## config.mk

```make
export PLATFORM = sky130hd
export DESIGN_NAME = sarf_out_skid
export DESIGN_NICKNAME = d
export VERILOG_FILES = /design/src/hw/rtl/sarf_out_skid.sv
export SDC_FILE = /design/constraint.sdc
export NUM_CORES = 1
export LEC_CHECK = 0
export ABC_AREA = 1
export ABC_CLOCK_PERIOD_IN_PS = 1500
export BUFFER_PORTS_ARGS = -buffer_cell sky130_fd_sc_hd__buf_2
export CAP_MARGIN = 20
export CORE_MARGIN = 2
export CORE_UTILIZATION = 30
export DETAILED_ROUTE_END_ITERATION = 7
export SLEW_MARGIN = 10
export SYNTH_ARGS = -nofsm -noshare
export SYNTH_HDL_FRONTEND = slang
export SYNTH_SLANG_ARGS = --single-unit
```

## constraint.sdc

```tcl
create_clock -name aclk -period 1.5 [get_ports aclk]
set_input_delay 0.3 -clock aclk [delete_from_list [all_inputs] [get_ports aclk]]
set_output_delay 0.3 -clock aclk [all_outputs]
set_load 0.1 [all_outputs]
```

## src/hw/rtl/sarf_out_skid.sv

```systemverilog
// Output register with a skid entry so upstream ready comes from a flop.
`timescale 1ns / 1ps

module sarf_out_skid #(
    parameter int DATA_W = 8
) (
    input  logic              aclk,
    input  logic              aresetn,
    input  logic              in_valid,
    output logic              in_ready,
    input  logic [DATA_W-1:0] in_data,
    output logic              out_valid,
    input  logic              out_ready,
    output logic [DATA_W-1:0] out_data
);

    logic              out_vld_reg, skid_vld_reg;
    logic [DATA_W-1:0] out_data_reg, skid_data_reg;
    logic              accept_in, take_out;

    assign in_ready  = !skid_vld_reg;
    assign accept_in = in_valid && in_ready;
    assign take_out  = out_vld_reg && out_ready;

    // Control: fill the output register first, spill into the skid entry
    always_ff @(posedge aclk) begin
        if (!aresetn) begin
            out_vld_reg  <= 1'b0;
            skid_vld_reg <= 1'b0;
        end else if (accept_in) begin
            if (!out_vld_reg || out_ready) begin
                out_vld_reg <= 1'b1;
            end else begin
                skid_vld_reg <= 1'b1;
            end
        end else if (take_out) begin
            if (skid_vld_reg) begin
                skid_vld_reg <= 1'b0;
            end else begin
                out_vld_reg <= 1'b0;
            end
        end
    end

    // Payload moves with the control above
    always_ff @(posedge aclk) begin
        if (accept_in) begin
            if (!out_vld_reg || out_ready) begin
                out_data_reg <= in_data;
            end else begin
                skid_data_reg <= in_data;
            end
        end else if (take_out && skid_vld_reg) begin
            out_data_reg <= skid_data_reg;
        end
    end

    assign out_valid = out_vld_reg;
    assign out_data  = out_data_reg;

    // Skid entry only holds data behind a full output register
    a_skid_behind: assert property (@(posedge aclk) disable iff (!aresetn)
        skid_vld_reg |-> out_vld_reg)
        else $error("skid entry valid with empty output register");

    // An accepted transaction behind a stalled output lands in the skid entry
    a_spill: assert property (@(posedge aclk) disable iff (!aresetn)
        accept_in && out_vld_reg && !out_ready |=> skid_vld_reg && out_vld_reg)
        else $error("transaction lost on output stall");

    // Draining with a full skid keeps the output valid and empties the skid
    a_drain: assert property (@(posedge aclk) disable iff (!aresetn)
        take_out && skid_vld_reg && !accept_in |=> out_vld_reg && !skid_vld_reg)
        else $error("skid entry not moved to output");

endmodule

```

==> impl_metrics.yaml <==
power:
  combPwrFrac_pct: 23.0
  p_seq_share_pct: 54.3
  internal_power_uw: 717
  power_mw: 1.08
  power_density_mw_per_mm2: 1210
  power_leakage_nw: 0.405
  p_sw_uw: 363
  clkPwrFrac_pct: 22.7
  vdd_drop_max_mv: 0.863
  swShare_pct: 33.6
sta:
  relSlewSlack_pct: 67.2
  finClkSkew_ps: 1.36
  min_period_over_period_pct: 93.0
  drv_slew: 0
  max_freq_mhz: 717
  worst_pin_slew_ps: 495
  setup_ws_ps: 105
  finalHoldViolCount: 0
  min_period_ps: 1390
  fin_tns_setup_ps: 0
  fin_hold_ws_ps: 192
  rsz0062_at_grt: "false"
  setup_viol: 0
clocking:
  clock-sinks: 18
  cts_setup_buffers: 0
  cts_tree: "yes"
  cts_max_level: 1
  root_buffer: "clkbuf_4"
  insertion_delay_ps: 290
  path_clk_slew_ps: 100
  cts_made_buffers: 3
  clockBufferDepth: 2
  hold_buffers: 0
routing:
  met2WireLength_um: 517
  routed_via_density: 4.12
  drtIter0Drc: 14
  ant_nets: 0
  wl_per_cell_um: 9.95
  drcViolationCount: 0
  dr.pass1.iters: 4
  drt_wl_total_um: 1140
  vias: 474
  dr_wl_met3_um: 129
  wirelength_met1_um: 497
  dr.max_layer_used: "met3"
yosys:
  yosys-top-cells-area: "edfxtp_1 (68%), nand2_1 (15%), dfxtp_1 (5.7%), inv_1 (2.7%), nand2_4 (1.6%)"
  ys_seq_area_share_pct: 73.6
  yosysUniqueCellTypes: 12
  yosys_warnings: 0
  synth_top_area_cell: "edfxtp_1"
  syn_area_per_cell_um2: 11.6
  postSynthCellCount: 61
  netlist.area_leader.share_pct: 68.0
  syn-cell-area_um2: 707
  yosys_register_bits: 18
  syn_nets: 73
worst_setup_path:
  worstPathArrival_ps: 1090
  critPathTopFamily: "flip-flops"
  critical_path_cell_count: 2
  path_max_fanout: 4
  reg2reg_setup_slack_ps: 160
  start_kind: "register"
  end_kind: "primary output"
  r2r-end: "out_data[2]$_DFFE_PP_"
  timing.critical_path.buf_inv: 2
  critPathRequiredTime_ps: 1200
  critPathSlowestCell: "dfxtp_1"
  r2r_start: "skid_vld_reg$_SDFFE_PN0P_"
  max_stage_delay_ps: 470
  r2r_cells: 2
  worstSetupPathType: "register to primary output"
  crit_path_cell_trace: "inv_4 > clkbuf_4"
grt:
  grt_max_degree: 11
  antenna_found_initial: 0
  gr-total-overflow: 0
  grt_pass1_wl_um: 1680
  grt_use_total_pct: 8.86
  grt_pass1_vias: 368
cells_and_area:
  syn2layout_area_growth_pct: 26.4
  n_antenna_cell: 0
  nFillCells: 229
  drive_gt1_share_pct: 37.9
  nets: 100
min_path:
  min_from: "in_data[7]"
  hp-class: "input pin to register"
  min_to: "skid_data_reg[7]$_DFFE_PP_"
  hold_depth: 1
status:
  status: "finished, final reports clean"
floorplan:
  io_pins: 22
  num_rows: 17
  initial_utilization_pct: 32.0
  die_w_um: 52.5
  die_h_um: 52.5
  dieArea_mm2: 0.00276
  core-area_mm2: 0.00221
placed_design:
  pre_cts_slack_ps: 151
  place_hpwl_um: 846
  gp_congestion: 0.705
  portBuffers: 21
job:
  max_cap_viol_count: 0
## power groups by stage
stage	Sequential [mW]	Combinational [mW]	Clock [mW]
final	0.587	0.248	0.245
after global routing	0.589	0.261	0.265
after floorplan	0.744	0.0522	0
after CTS	0.587	0.249	0.249
after global placement	0.597	0.247	0
after detailed placement	0.599	0.248	0
## Yosys cell counts
cell type	count
nand2_1	29
a21oi_1	1
nand2_2	1
nand3_1	1
nor2_4	1
inv_1	5
nor2_1	1
nand2_4	1
a21oi_2	1
inv_2	2
edfxtp_1	16
dfxtp_1	2
## cells by family (layout without fill, tap and decap cells)
group	count (synthesis)	count (layout)	share of synthesized area, %
AOI/OAI and AO/OA	2	2	1.95
buffers and inverters	7	33	3.72
DFF	18	18	73.6
and+or+nand+nor	34	34	20.7
## cells in the final DEF (no fill, tap or decap), types with 2 or more instances in the layout
cell type and n:
nand2_1 29, buf_2 20, edfxtp_1 16, inv_1 5, clkbuf_4 4, a21oi_2 2
## cell type report
cell class	instances	area (µm²)	area share (%)
sequential	18	524	58.7
clock inverter	1	3.75	0.420
timing repair buffer	22	115	12.9
tap	28	35.0	3.92
clock buffer	3	22.5	2.52
inverter	7	28.8	3.22
multi-input combinational	36	164	18.3
## metrics by stage
stage / cells / utilization (%) / cell area [µm²]
2_1_floorplan: 61 / - / 717
3_3_place_gp: 111 / 39.1 / 865
3_5_place_dp: 111 / 39.1 / 865
4_1_cts: 115 / 40.3 / 891
5_1_grt: 115 / 40.4 / 893
6_report: 115 / 40.4 / 893
## worst register-to-register path, stage by stage, from the launching register on
cell and delay, ps:
dfxtp_1 470, nand2_1 120, a21oi_2 410
## worst max path at each step
stage                         startpoint  slack [ps]               endpoint
6_report       skid_vld_reg$_SDFFE_PN0P_         110               in_ready
3_3_place_gp   skid_vld_reg$_SDFFE_PN0P_         170  out_data[6]$_DFFE_PP_
5_1_grt        skid_vld_reg$_SDFFE_PN0P_          70               in_ready
4_1_cts        skid_vld_reg$_SDFFE_PN0P_          10               in_ready
3_5_place_dp   skid_vld_reg$_SDFFE_PN0P_         150  out_data[0]$_DFFE_PP_
2_1_floorplan  skid_vld_reg$_SDFFE_PN0P_          90  out_data[0]$_DFFE_PP_
## repair_timing
item	4_1_cts	5_1_grt
setup endpoints to repair	0	1
endpoints found under the hold margin	0	0
gates resized for setup	0	1
## layer usage
metal,vias to the layer above,track usage (%)
met5,-,0
met4,0,2.56
met3,0,5.43
met2,19,14.0
met1,207,9.98
li1,248,-
Power figures use the tool's default switching activity.
