--- config.mk ---
export PLATFORM = sky130hd
export DESIGN_NAME = sarf_axis_pick
export DESIGN_NICKNAME = d
export VERILOG_FILES = /design/src/hw/rtl/sarf_pkg.sv /design/src/hw/rtl/sarf_axis_pick.sv
export SDC_FILE = /design/constraint.sdc
export NUM_CORES = 1
export LEC_CHECK = 0
export BUFFER_PORTS_ARGS = -buffer_cell sky130_fd_sc_hd__buf_4
export CAP_MARGIN = 10
export CORE_MARGIN = 5
export CORE_UTILIZATION = 45
export DETAILED_ROUTE_END_ITERATION = 6
export GPL_ROUTABILITY_DRIVEN = 0
export PLACE_DENSITY = 0.73
export SETUP_SLACK_MARGIN = 0.2
export SYNTH_ARGS = -nofsm -noshare
export SYNTH_HDL_FRONTEND = slang
export SYNTH_SLANG_ARGS = --single-unit
--- constraint.sdc ---
create_clock -name aclk -period 13.9 [get_ports aclk]
set_input_delay 1.39 -clock aclk [delete_from_list [all_inputs] [get_ports aclk]]
set_output_delay 1.39 -clock aclk [all_outputs]
set_load 0.005 [all_outputs]
--- src/hw/rtl/sarf_pkg.sv ---
// Shared widths and axis codes for the rotated-frame axis snapper.
`timescale 1ns / 1ps

package sarf_pkg;

    // Default fraction bits of the Q1.F quaternion and matrix entries
    localparam int FRAC_BITS_DEF = 14;

    // Fixed field widths
    localparam int AXIS_W = 16;
    localparam int QUAT_W = 16;
    localparam int OUT_W  = 16;
    localparam int IDX_W  = 2;

    // Stream packing
    localparam int IN_DATA_W  = 7 * AXIS_W;
    localparam int SNAP_W     = 3 * OUT_W;
    localparam int OUT_DATA_W = ((SNAP_W + 7) / 8) * 8;
    localparam int OUT_USER_W = IDX_W + 1;

    // Body axis codes
    localparam logic [IDX_W-1:0] IDX_X    = 2'd0;
    localparam logic [IDX_W-1:0] IDX_Y    = 2'd1;
    localparam logic [IDX_W-1:0] IDX_Z    = 2'd2;
    localparam logic [IDX_W-1:0] IDX_RSVD = 2'd3;

endpackage

--- src/hw/rtl/sarf_axis_pick.sv ---
// Largest-magnitude body axis selection and signed column output.
`timescale 1ns / 1ps

module sarf_axis_pick import sarf_pkg::*; #(
    parameter int FRAC_BITS = FRAC_BITS_DEF,
    localparam int COL_W  = FRAC_BITS + 2,
    localparam int BODY_W = COL_W + AXIS_W + 2
) (
    input  logic                     aclk,
    input  logic                     aresetn,
    input  logic                     en,
    input  logic                     in_vld,
    input  logic signed [COL_W-1:0]  col_i [9],
    input  logic signed [BODY_W-1:0] body_i [3],
    output logic                     out_vld,
    output logic [OUT_W-1:0]         snapped_o [3],
    output logic [IDX_W-1:0]         idx_o,
    output logic                     neg_o
);

    localparam int EXT_W = (COL_W + 1 > OUT_W) ? COL_W + 1 : OUT_W;

    logic                     vld_reg;
    logic [OUT_W-1:0]         snap_reg  [3];
    logic [OUT_W-1:0]         snap_next [3];
    logic [IDX_W-1:0]         idx_reg, idx_next, idx_xy;
    logic                     neg_reg, neg_next;
    logic [BODY_W-1:0]        mag [3];
    logic [BODY_W-1:0]        mag_xy;
    logic signed [BODY_W-1:0] sel_body;
    logic signed [COL_W-1:0]  sel_col [3];
    logic signed [EXT_W-1:0]  ext_col;

    // Magnitudes of the body components
    always_comb begin
        for (int k = 0; k < 3; k++) begin
            mag[k] = body_i[k][BODY_W-1] ? BODY_W'(-body_i[k]) : BODY_W'(body_i[k]);
        end
    end

    // Compare x with y, then the winner with z; ties keep the earlier axis
    always_comb begin
        idx_xy   = (mag[0] < mag[1]) ? IDX_Y : IDX_X;
        mag_xy   = (mag[0] < mag[1]) ? mag[1] : mag[0];
        idx_next = (mag_xy < mag[2]) ? IDX_Z : idx_xy;
    end

    // Select the chosen column and its body component
    always_comb begin
        case (idx_next)
            IDX_Y: begin
                sel_body = body_i[1];
                sel_col  = '{col_i[3], col_i[4], col_i[5]};
            end
            IDX_Z: begin
                sel_body = body_i[2];
                sel_col  = '{col_i[6], col_i[7], col_i[8]};
            end
            default: begin
                sel_body = body_i[0];
                sel_col  = '{col_i[0], col_i[1], col_i[2]};
            end
        endcase
        neg_next = sel_body[BODY_W-1];
    end

    // Negate the column when the component is negative
    always_comb begin
        ext_col = '0;
        for (int i = 0; i < 3; i++) begin
            ext_col      = EXT_W'(sel_col[i]);
            ext_col      = neg_next ? -ext_col : ext_col;
            snap_next[i] = ext_col[OUT_W-1:0];
        end
    end

    // Advance valid bit
    always_ff @(posedge aclk) begin
        if (!aresetn) begin
            vld_reg <= 1'b0;
        end else if (en) begin
            vld_reg <= in_vld;
        end
    end

    // Advance payload
    always_ff @(posedge aclk) begin
        if (en) begin
            snap_reg <= snap_next;
            idx_reg  <= idx_next;
            neg_reg  <= neg_next;
        end
    end

    assign out_vld   = vld_reg;
    assign snapped_o = snap_reg;
    assign idx_o     = idx_reg;
    assign neg_o     = neg_reg;

    // A valid result never carries the unused axis code
    a_idx_legal: assert property (@(posedge aclk) disable iff (!aresetn)
        vld_reg |-> idx_reg != IDX_RSVD)
        else $error("axis pick produced the unused axis code");

    // A stalled stage keeps its valid bit
    a_stall_hold: assert property (@(posedge aclk) disable iff (!aresetn)
        !en |=> $stable(vld_reg))
        else $error("axis pick valid changed during stall");

endmodule

==> results of run 1 <==
per-stage QoR:
| stage | utilization | worst slack [ns] | cell area (µm²) | total power, mW |
|---|---|---|---|---|
| floorplan | - | 3.26 | 8580 | 0.813 |
| global placement | 0.586 | 2.77 | 11000 | 1.12 |
| detailed placement | 0.586 | 2.53 | 11000 | 1.13 |
| CTS | 0.595 | 2.81 | 11200 | 1.29 |
| global route | 0.595 | 1.91 | 11200 | 1.38 |
| finish | 0.595 | 2.76 | 11200 | 1.29 |
power by group through the flow:
stage	clock network [mW]	logic, mW	registers, mW
2_1_floorplan	0	0.505	0.308
5_1_grt	0.157	0.916	0.312
3_5_place_dp	0	0.824	0.306
3_3_place_gp	0	0.815	0.306
6_report	0.151	0.835	0.304
4_1_cts	0.152	0.831	0.304
final cells by class:
| type | instances | area share |
|---|---|---|
| inverters | 22 | 0.00739 |
| clock buffers | 6 | 0.0115 |
| repair buffers | 307 | 0.206 |
| flip-flops and latches | 52 | 0.139 |
| clock inverters | 2 | 0.00347 |
| multi-input cells | 975 | 0.606 |
| well taps | 234 | 0.0262 |
state kept, by name (all words and copies together), names as in the netlist:
signal     count
idx_o          2
neg_o          1
out_vld        1
snapped_o     48
worst max-delay path by stage:
stage                    end  slack, ns  cells past startpoint
6_report       snapped_o[30]       2.76                     35
5_1_grt        snapped_o[14]       1.91                     36
4_1_cts        snapped_o[30]       2.81                     35
3_5_place_dp   snapped_o[30]       2.53                     35
3_3_place_gp   snapped_o[14]       2.77                     35
2_1_floorplan  snapped_o[44]       3.26                     38
cells in the mapped netlist, types with 3 or more instances:
cell	count	share of area
ha_1	72	0.10
mux2_2	11	0.014
or4_1	29	0.025
inv_1	21	0.0092
edfxtp_1	51	0.18
a211oi_1	11	0.0096
nor2_1	105	0.046
o31ai_1	30	0.026
xnor2_1	78	0.080
nand4_1	14	0.010
and3_1	4	0.0029
nor4_1	19	0.014
a21boi_0	3	0.0026
o221ai_1	4	0.0041
nand2_1	98	0.043
a21oi_1	106	0.062
o211ai_1	6	0.0052
a2111oi_0	3	0.0031
or3b_2	4	0.0041
mux2i_1	71	0.083
nand2b_1	8	0.0058
nor4b_1	3	0.0031
a31oi_1	11	0.0080
nand3_1	15	0.0087
nand3b_1	4	0.0035
buf_1	14	0.0061
a311oi_1	4	0.0041
a21o_1	4	0.0035
or3_4	5	0.0066
xor2_1	61	0.062
or3_1	31	0.023
o311ai_0	4	0.0041
nor3_1	36	0.021
o21a_1	9	0.0079
clkbuf_1	38	0.017
o21ai_0	67	0.039
o41ai_1	10	0.010
critical path, delay by kind of cell:
| kind | cells | cell delay (ns) |
|---|---|---|
| fa+ha+maj | 3 | 0.93 |
| buf+inv | 5 | 1.62 |
| simple gates | 17 | 5.05 |
| xor+xnor | 2 | 0.43 |
| compound gates | 6 | 1.33 |
| mux | 2 | 0.36 |
per-layer routing:
metal | routed length (µm) | vias to the layer above | track usage
met3 | 2920 | 73 | 0.0451
met2 | 15000 | 522 | 0.459
met1 | 13000 | 4485 | 0.363
met5 | 0 | - | 0
met4 | 1080 | 0 | 0.0910
li1 | - | 4673 | -
cells by family (layout without fill, tap and decap cells):
group           Yosys count  after routing  synth area share
compound gates          290            290             0.209
xor+xnor                139            139             0.142
fa+ha+maj                72             72             0.105
buf+inv                  75            337            0.0330
flops                    52             52             0.181
mux                      82             82            0.0973
simple gates            392            392             0.233
==> results.ini, run 1 <==
[power_and_ir_drop]
power_leakage_nw=4.73
power_density_nw_per_um2=115
pwr-share-comb=0.647
switching_share=0.423
p_int_mw=0.744
p_clk_frac=0.117
ir_worst_vdd_uv=85.0
netSwitchingPower_mw=0.546
p_seq_frac=0.236

[clock_network]
cts_buffers=5
cts_tree=yes
ctsHoldBuffers=0
clkSinkCount=52
cts_root_buf=clkbuf_16
cts_buffer_depth=2
post_cts_resized=0
path_clk_slew_ns=0.08
clk_latency_ns=0.31
post_cts_buffers=0
cts_max_level=2

[hold_path]
hp-class=flip-flop to flip-flop
hold_depth=2
hold_start=out_vld
hold_path_end=out_vld

[worst_setup_path]
crit_required_ns=13.96
cp-end-kind=flip-flop
slowest_delay_ns=0.67
rr_worst_depth=2
critical_path_class=input port to flip-flop
arrival_ns=11.20
slowest_stage=buf_4
r2r_end=out_vld
cp_max_fo=77
r2r_slack_ns=13.30
startpoint_type=input port
rr_startpoint=out_vld
crit_path_start=body_i[39]

[sta]
max_freq_mhz=89.7
fin_crit_ns=11.14
max_slew_margin=0.346
clock-skew-final_ns=0
final-setup-viol-count=0
holdWs_ns=0.539
maxSlewViolCount=0
finalSetupTns_ns=0
fin_crit_sh=0.802
worstMarginPinSlew_ns=0.969
finalHoldViolations=0
rsz0062_at_grt=no

[route]
vias=9753
drt_drc_violations_left=0
vias_per_cell=6.10
ant_nets=0
drt_iter0_drc=788
wirelength_mm=32.0
wl_per_cell_um=20.0
first_pass_iters=6

[job]
drv_cap=0

[die]
core_area_um2=18800
placementRows=50
die_h_um=148
die_area_um2=21900
die_w_um=148
start_util=0.457
top_level_ports=302

[layout]
final_layout_size_suffix_gt1_frac=0.254
antenna_cells=0
layout_common_cells=buf_4, a21oi_1, nor2_1
fillCellCount=1721
mostFrequentLayoutCell=buf_4
finalNetCount=1685
multi_input_area_um2=6770
ff_latch_area_um2=1550
area_growth_pct=30.2
fin_cells=1598

[global_routing]
antenna_found_initial=0
track_usage=0.275
grt_first_pass_wirelength_mm=49.4
grt_max_degree=78
grt_pass1_vias=9259
grt_overflow=0

[logic_synthesis]
synthDistinctLibCells=64
synth_edf_count=51
syn_inst=1102
ys_seq_elements=52
synthesis.area_um2=8580
synthArstFlopShare=0
seq_area_frac_synth=0.181
yosysWarnings=0
avgSynthCellArea_um2=7.79
ys.flop_type=edfxtp_1
syn_nets=1424

[run_status]
outcome=finished clean

[placed_design]
dp_hpwl_mm=26.1
dp.cells=1590
port_buffers=301

Power figures use the tool's default switching activity.
==> inputs of run 2 (changes only) <==
--- a/config.mk
+++ b/config.mk
@@ -11,7 +11,7 @@
 export CORE_UTILIZATION = 45
 export DETAILED_ROUTE_END_ITERATION = 6
 export GPL_ROUTABILITY_DRIVEN = 0
-export PLACE_DENSITY = 0.73
+export PLACE_DENSITY = 0.76
 export SETUP_SLACK_MARGIN = 0.2
 export SYNTH_ARGS = -nofsm -noshare
 export SYNTH_HDL_FRONTEND = slang
==> constraint.sdc (replaced) <==
create_clock -name aclk -period 9.2 [get_ports aclk]
set_input_delay 0.92 -clock aclk [delete_from_list [all_inputs] [get_ports aclk]]
set_output_delay 0.92 -clock aclk [all_outputs]
set_load 0.005 [all_outputs]
==> run 2 against run 1 <==
Net effect: critical path depth decreased by 1; clock-buffer cell count fell by 1; register-to-register slack got worse by 4.7 ns; worst hold slack improved by 0.0054 ns; critical path type unchanged; non-clock buffer count is 28 higher; first-iteration DRC count up 30%.
==> results.ini, run 2 (same netlist as run 1, synthesis figures left out) <==
[global_routing]
grt_first_pass_wirelength_mm=49.6
antenna_found_initial=0
grt_overflow=0
track_usage=0.279
grt_pass1_vias=9449
grt_max_degree=54

[power_and_ir_drop]
ir_worst_vdd_uv=85.2
p_int_mw=1.16
p_seq_frac=0.223
netSwitchingPower_mw=0.882
p_total_mw=2.05
power_density_nw_per_um2=176
switching_share=0.431
p_clk_frac=0.099
pwr-share-comb=0.678
power_leakage_nw=4.94

[layout]
post-route-cell-area_um2=11600
mostFrequentLayoutCell=buf_4
fin_cells=1626
largest_reg_flops=48
final_layout_size_suffix_gt1_frac=0.289
finalNetCount=1713
fin_util=0.618
layout_common_cells=buf_4, nor2_1, a21oi_1
antenna_cells=0
area_growth_pct=35.2

[clock_network]
cts_tree=yes
ctsHoldBuffers=0
cts_max_level=2
cts_root_buf=clkbuf_16
path_clk_slew_ns=0.07
cts_buffers=5
clkSinkCount=52
cts_buffer_depth=2
clk_latency_ns=0.31

[worst_setup_path]
cp-end-kind=flip-flop
arrival_ns=8.85
crit_required_ns=9.27
slowest_stage=or4_4
crit_family=simple AND/OR/NAND/NOR gates
slowest_delay_ns=0.53
startpoint_type=input port
critical_path_class=input port to flip-flop
crit_path_start=body_i[39]
cp_max_fo=16
rr_startpoint=out_vld
crit_buf_inv=4

[die]
die_h_um=148
core_area_um2=18800
placementRows=50
die_area_um2=21900
die_w_um=148
start_util=0.457
top_level_ports=302

[placed_design]
dp_hpwl_mm=26.7
placed_area_um2=11200
dp.cells=1608
pre_cts_slack_ns=0.0396
port_buffers=301

[job]
drv_cap=0

[route]
drt_drc_violations_left=0
wirelength_mm=33.2
vias=9880
ant_nets=0
vias_per_cell=6.08
first_pass_iters=5
drt_iter0_drc=1027
wl_per_cell_um=20.4

[sta]
fin_crit_ns=8.79
holdWs_ns=0.544
final-setup-viol-count=0
finalHoldViolations=0
maxSlewViolCount=0
fin_crit_sh=0.955
rsz0062_at_grt=no
max_slew_margin=0.212
clock-skew-final_ns=0
finalSetupTns_ns=0
worstMarginPinSlew_ns=1.17
max_freq_mhz=114
final.setup.worst_slack_ns=0.411

[run_status]
outcome=finished clean

[hold_path]
hold_start=out_vld
hp-class=flip-flop to flip-flop

-- run 2: cell types whose count changed in the layout (fill, tap and decap cells not counted), sizes merged --
cell and change:
clkbuf +2, bufinv -1, buf +25, clkinvlp +1
clkinv +1
-- run 2: path summary, 6_finish.rpt --
path	end	slack (ns)	cells past startpoint
max	snapped_o[46]	0.41	34
min	out_vld	0.54	2
max reg2reg	out_vld	8.59	2
min reg2reg	out_vld	0.54	2
-- run 2: power by group through the flow --
stage	Combinational (mW)	Sequential (mW)	Clock [mW]
3_3_place_gp	1.27	0.461	0
2_1_floorplan	0.782	0.465	0
4_1_cts	1.30	0.456	0.205
3_5_place_dp	1.30	0.459	0
6_report	1.39	0.457	0.202
5_1_grt	1.50	0.466	0.213
-- run 2: layout make-up --
cell class | count | area (µm²)
fillers | 1639 | 7170
multi-input cells | 975 | 6960
repair buffers | 335 | 2570
flip-flops and latches | 52 | 1550
well taps | 234 | 293
clock buffers | 5 | 125
inverters | 22 | 82.6
clock inverters | 3 | 21.3
-- run 2: timing repair --
| item | in CTS | in global routing |
|---|---|---|
| endpoints found under the setup margin | 0 | 18 |
| setup buffers | 0 | 8 |
| gates resized for setup | 0 | 28 |
-- run 2: routing by layer --
layer,vias up,global-route usage,part of all wire
met4,0,0.0975,0.036
met2,522,0.453,0.46
met3,76,0.0424,0.092
met5,-,0,0
li1,4736,-,-
met1,4546,0.379,0.41
-- run 2: tightest hold or removal path, delay by kind of cell, from the launching register on --
family	cells	cell delay, ns
flops	1	0.34
simple gates	1	0.09
mux	1	0.07
==> inputs of run 3 (changes only) <==
--- a/config.mk
+++ b/config.mk
@@ -5,13 +5,14 @@
 export SDC_FILE = /design/constraint.sdc
 export NUM_CORES = 1
 export LEC_CHECK = 0
+export ABC_AREA = 1
 export BUFFER_PORTS_ARGS = -buffer_cell sky130_fd_sc_hd__buf_4
 export CAP_MARGIN = 10
 export CORE_MARGIN = 5
 export CORE_UTILIZATION = 45
 export DETAILED_ROUTE_END_ITERATION = 6
 export GPL_ROUTABILITY_DRIVEN = 0
-export PLACE_DENSITY = 0.76
+export PLACE_DENSITY = 0.77
 export SETUP_SLACK_MARGIN = 0.2
 export SYNTH_ARGS = -nofsm -noshare
 export SYNTH_HDL_FRONTEND = slang
==> run 3 against run 2 <==
Net effect: clock skew unchanged; synthesized cell count up 17%; core utilization fell by 2.1 points; combinational power hardly changed; fmax up 8.3%; cell count increased by 10%; largest power group unchanged.
==> results.ini, run 3 <==
[layout]
area_growth_pct=30.9
final_layout_size_suffix_gt1_frac=0.230
mostFrequentLayoutCell=buf_4
largest_reg_flops=48
finalNetCount=1879
layout_common_cells=buf_4, nand2_1, inv_1

[sta]
finalHoldViolations=0
final-setup-viol-count=0
max_freq_mhz=123
rsz0062_at_grt=no
max_slew_margin=0.504
fin_crit_ns=8.11
finalSetupTns_ns=0
fin_crit_sh=0.882
clock-skew-final_ns=0
maxSlewViolCount=0
worstMarginPinSlew_ns=0.743

[placed_design]
port_buffers=301
dp_hpwl_mm=23.9

[worst_setup_path]
r2r_slack_ns=8.53
r2r_end=out_vld
arrival_ns=8.16
cp_max_fo=67
crit_path_start=body_i[70]
critical_path_class=input port to flip-flop
slowest_delay_ns=0.57
crit_top_cell=nand2_1
crit_required_ns=9.25
crit_path_end=snapped_o[24]
cp-end-kind=flip-flop
rr_startpoint=out_vld
slowest_stage=inv_2
rr_worst_depth=2
startpoint_type=input port

[route]
wl_per_cell_um=15.8
first_pass_iters=5
vias_per_cell=5.23
ant_nets=0
vias=9348
wirelength_mm=28.2
drt_iter0_drc=614
drt_drc_violations_left=0

[logic_synthesis]
seq_area_frac_synth=0.189
ys_seq_elements=52
synth.top_cell.area_share=0.187
synthDistinctLibCells=41
yosysWarnings=0
syn_inst=1287
yosys-top-cells-count=nand2_1, inv_1, nor2_1
synthArstFlopShare=0
synth_edf_count=51
ys.flop_type=edfxtp_1
yosysTopAreaCell=edfxtp_1
avgSynthCellArea_um2=6.37
syn_nets=1609
post-synth-top-count-cell=nand2_1
synthesis.area_um2=8200
synth.top_cells.by_area=edfxtp_1, nand2_1, ha_1

[power_and_ir_drop]
ir_worst_vdd_uv=157
power_leakage_nw=5.44
p_total_mw=2.05
power_density_nw_per_um2=191

[die]
core_area_um2=18000
die_h_um=145
die_area_um2=21000
start_util=0.457
placementRows=49
die_w_um=145
top_level_ports=302

[clock_network]
cts_tree=yes
ctsHoldBuffers=0
cts_max_level=2
post_cts_buffers=0
clkSinkCount=52
cts_buffers=5
clk_latency_ns=0.29
cts_root_buf=clkbuf_16
post_cts_resized=0
path_clk_slew_ns=0.07
cts_buffer_depth=2

[global_routing]
grt_overflow=0
track_usage=0.253
grt_max_degree=81
antenna_found_initial=1
grt_pass1_vias=8963
grt_first_pass_wirelength_mm=44.4

[run_status]
outcome=finished clean

[job]
drv_cap=0

[hold_path]
hp-class=flip-flop to flip-flop

-- run 3: cell types whose count changed in the layout (fill, tap and decap cells not counted), moves of 44 or more --
cell     change
a21oi_1     -53
inv_1      +134
mux2i_1     -71
nand2_1    +196
nand3_1    +131
nor2_1      +44
-- run 3: metrics by stage --
stage               utilization  hold WS (ns)  cell area [µm²]  setup slack, ns  instances
floorplan                     -         0.525             8200             1.89       1287
global placement          0.588         0.533            10600            0.556       1779
detailed placement        0.588         0.541            10600            0.277       1779
CTS                       0.596         0.557            10700            0.548       1787
global route              0.597         0.587            10700            0.236       1788
finish                    0.597         0.562            10700             1.09       1788
-- run 3: cell type report --
class                           instances  area (µm²)
Fill cell                            1679        7230
Sequential cell                        52        1550
Multi-Input combinational cell       1030        5820
Inverter                              162         613
Tap cell                              229         287
Timing Repair Buffer                  306        2310
Antenna cell                            1        2.50
Clock inverter                          3        18.8
Clock buffer                            5         125
-- run 3: worst max-delay path, delay by kind of cell --
| family | cells | cell delay (ns) |
|---|---|---|
| simple gates | 24 | 3.79 |
| buf+inv | 5 | 1.32 |
| compound gates | 6 | 1.03 |
| fa+ha+maj | 2 | 0.66 |
| xor+xnor | 2 | 0.34 |
-- run 3: report_power, final --
part           total, mW  switching (mW)  internal (mW)
Combinational       1.40           0.844          0.557
Clock              0.186          0.0853          0.101
Sequential         0.465          0.0429          0.423
-- run 3: cells by family after synthesis --
family	after synthesis	share of synthesized area
AO/OA/AOI/OAI	147	0.0957
buffers and inverters	205	0.102
adder cells (fa/ha/maj)	72	0.110
flip-flops	52	0.189
AND/OR/NAND/NOR	694	0.378
XOR/XNOR	117	0.125
-- run 3: layer usage --
metal  vias up  GRT usage  share of wire
met5         -          0              0
met4         0     0.0805          0.031
met3        48     0.0424          0.076
met2       373      0.456           0.49
met1      4168      0.307           0.40
li1       4759          -              -
-- run 3: worst min-delay path by stage --
stage	from	endpoint	depth (start not counted)
finish	out_vld	out_vld	2
floorplan	out_vld	out_vld	2
global placement	out_vld	out_vld	2
detailed placement	out_vld	out_vld	2
CTS	out_vld	out_vld	2
global route	out_vld	out_vld	2
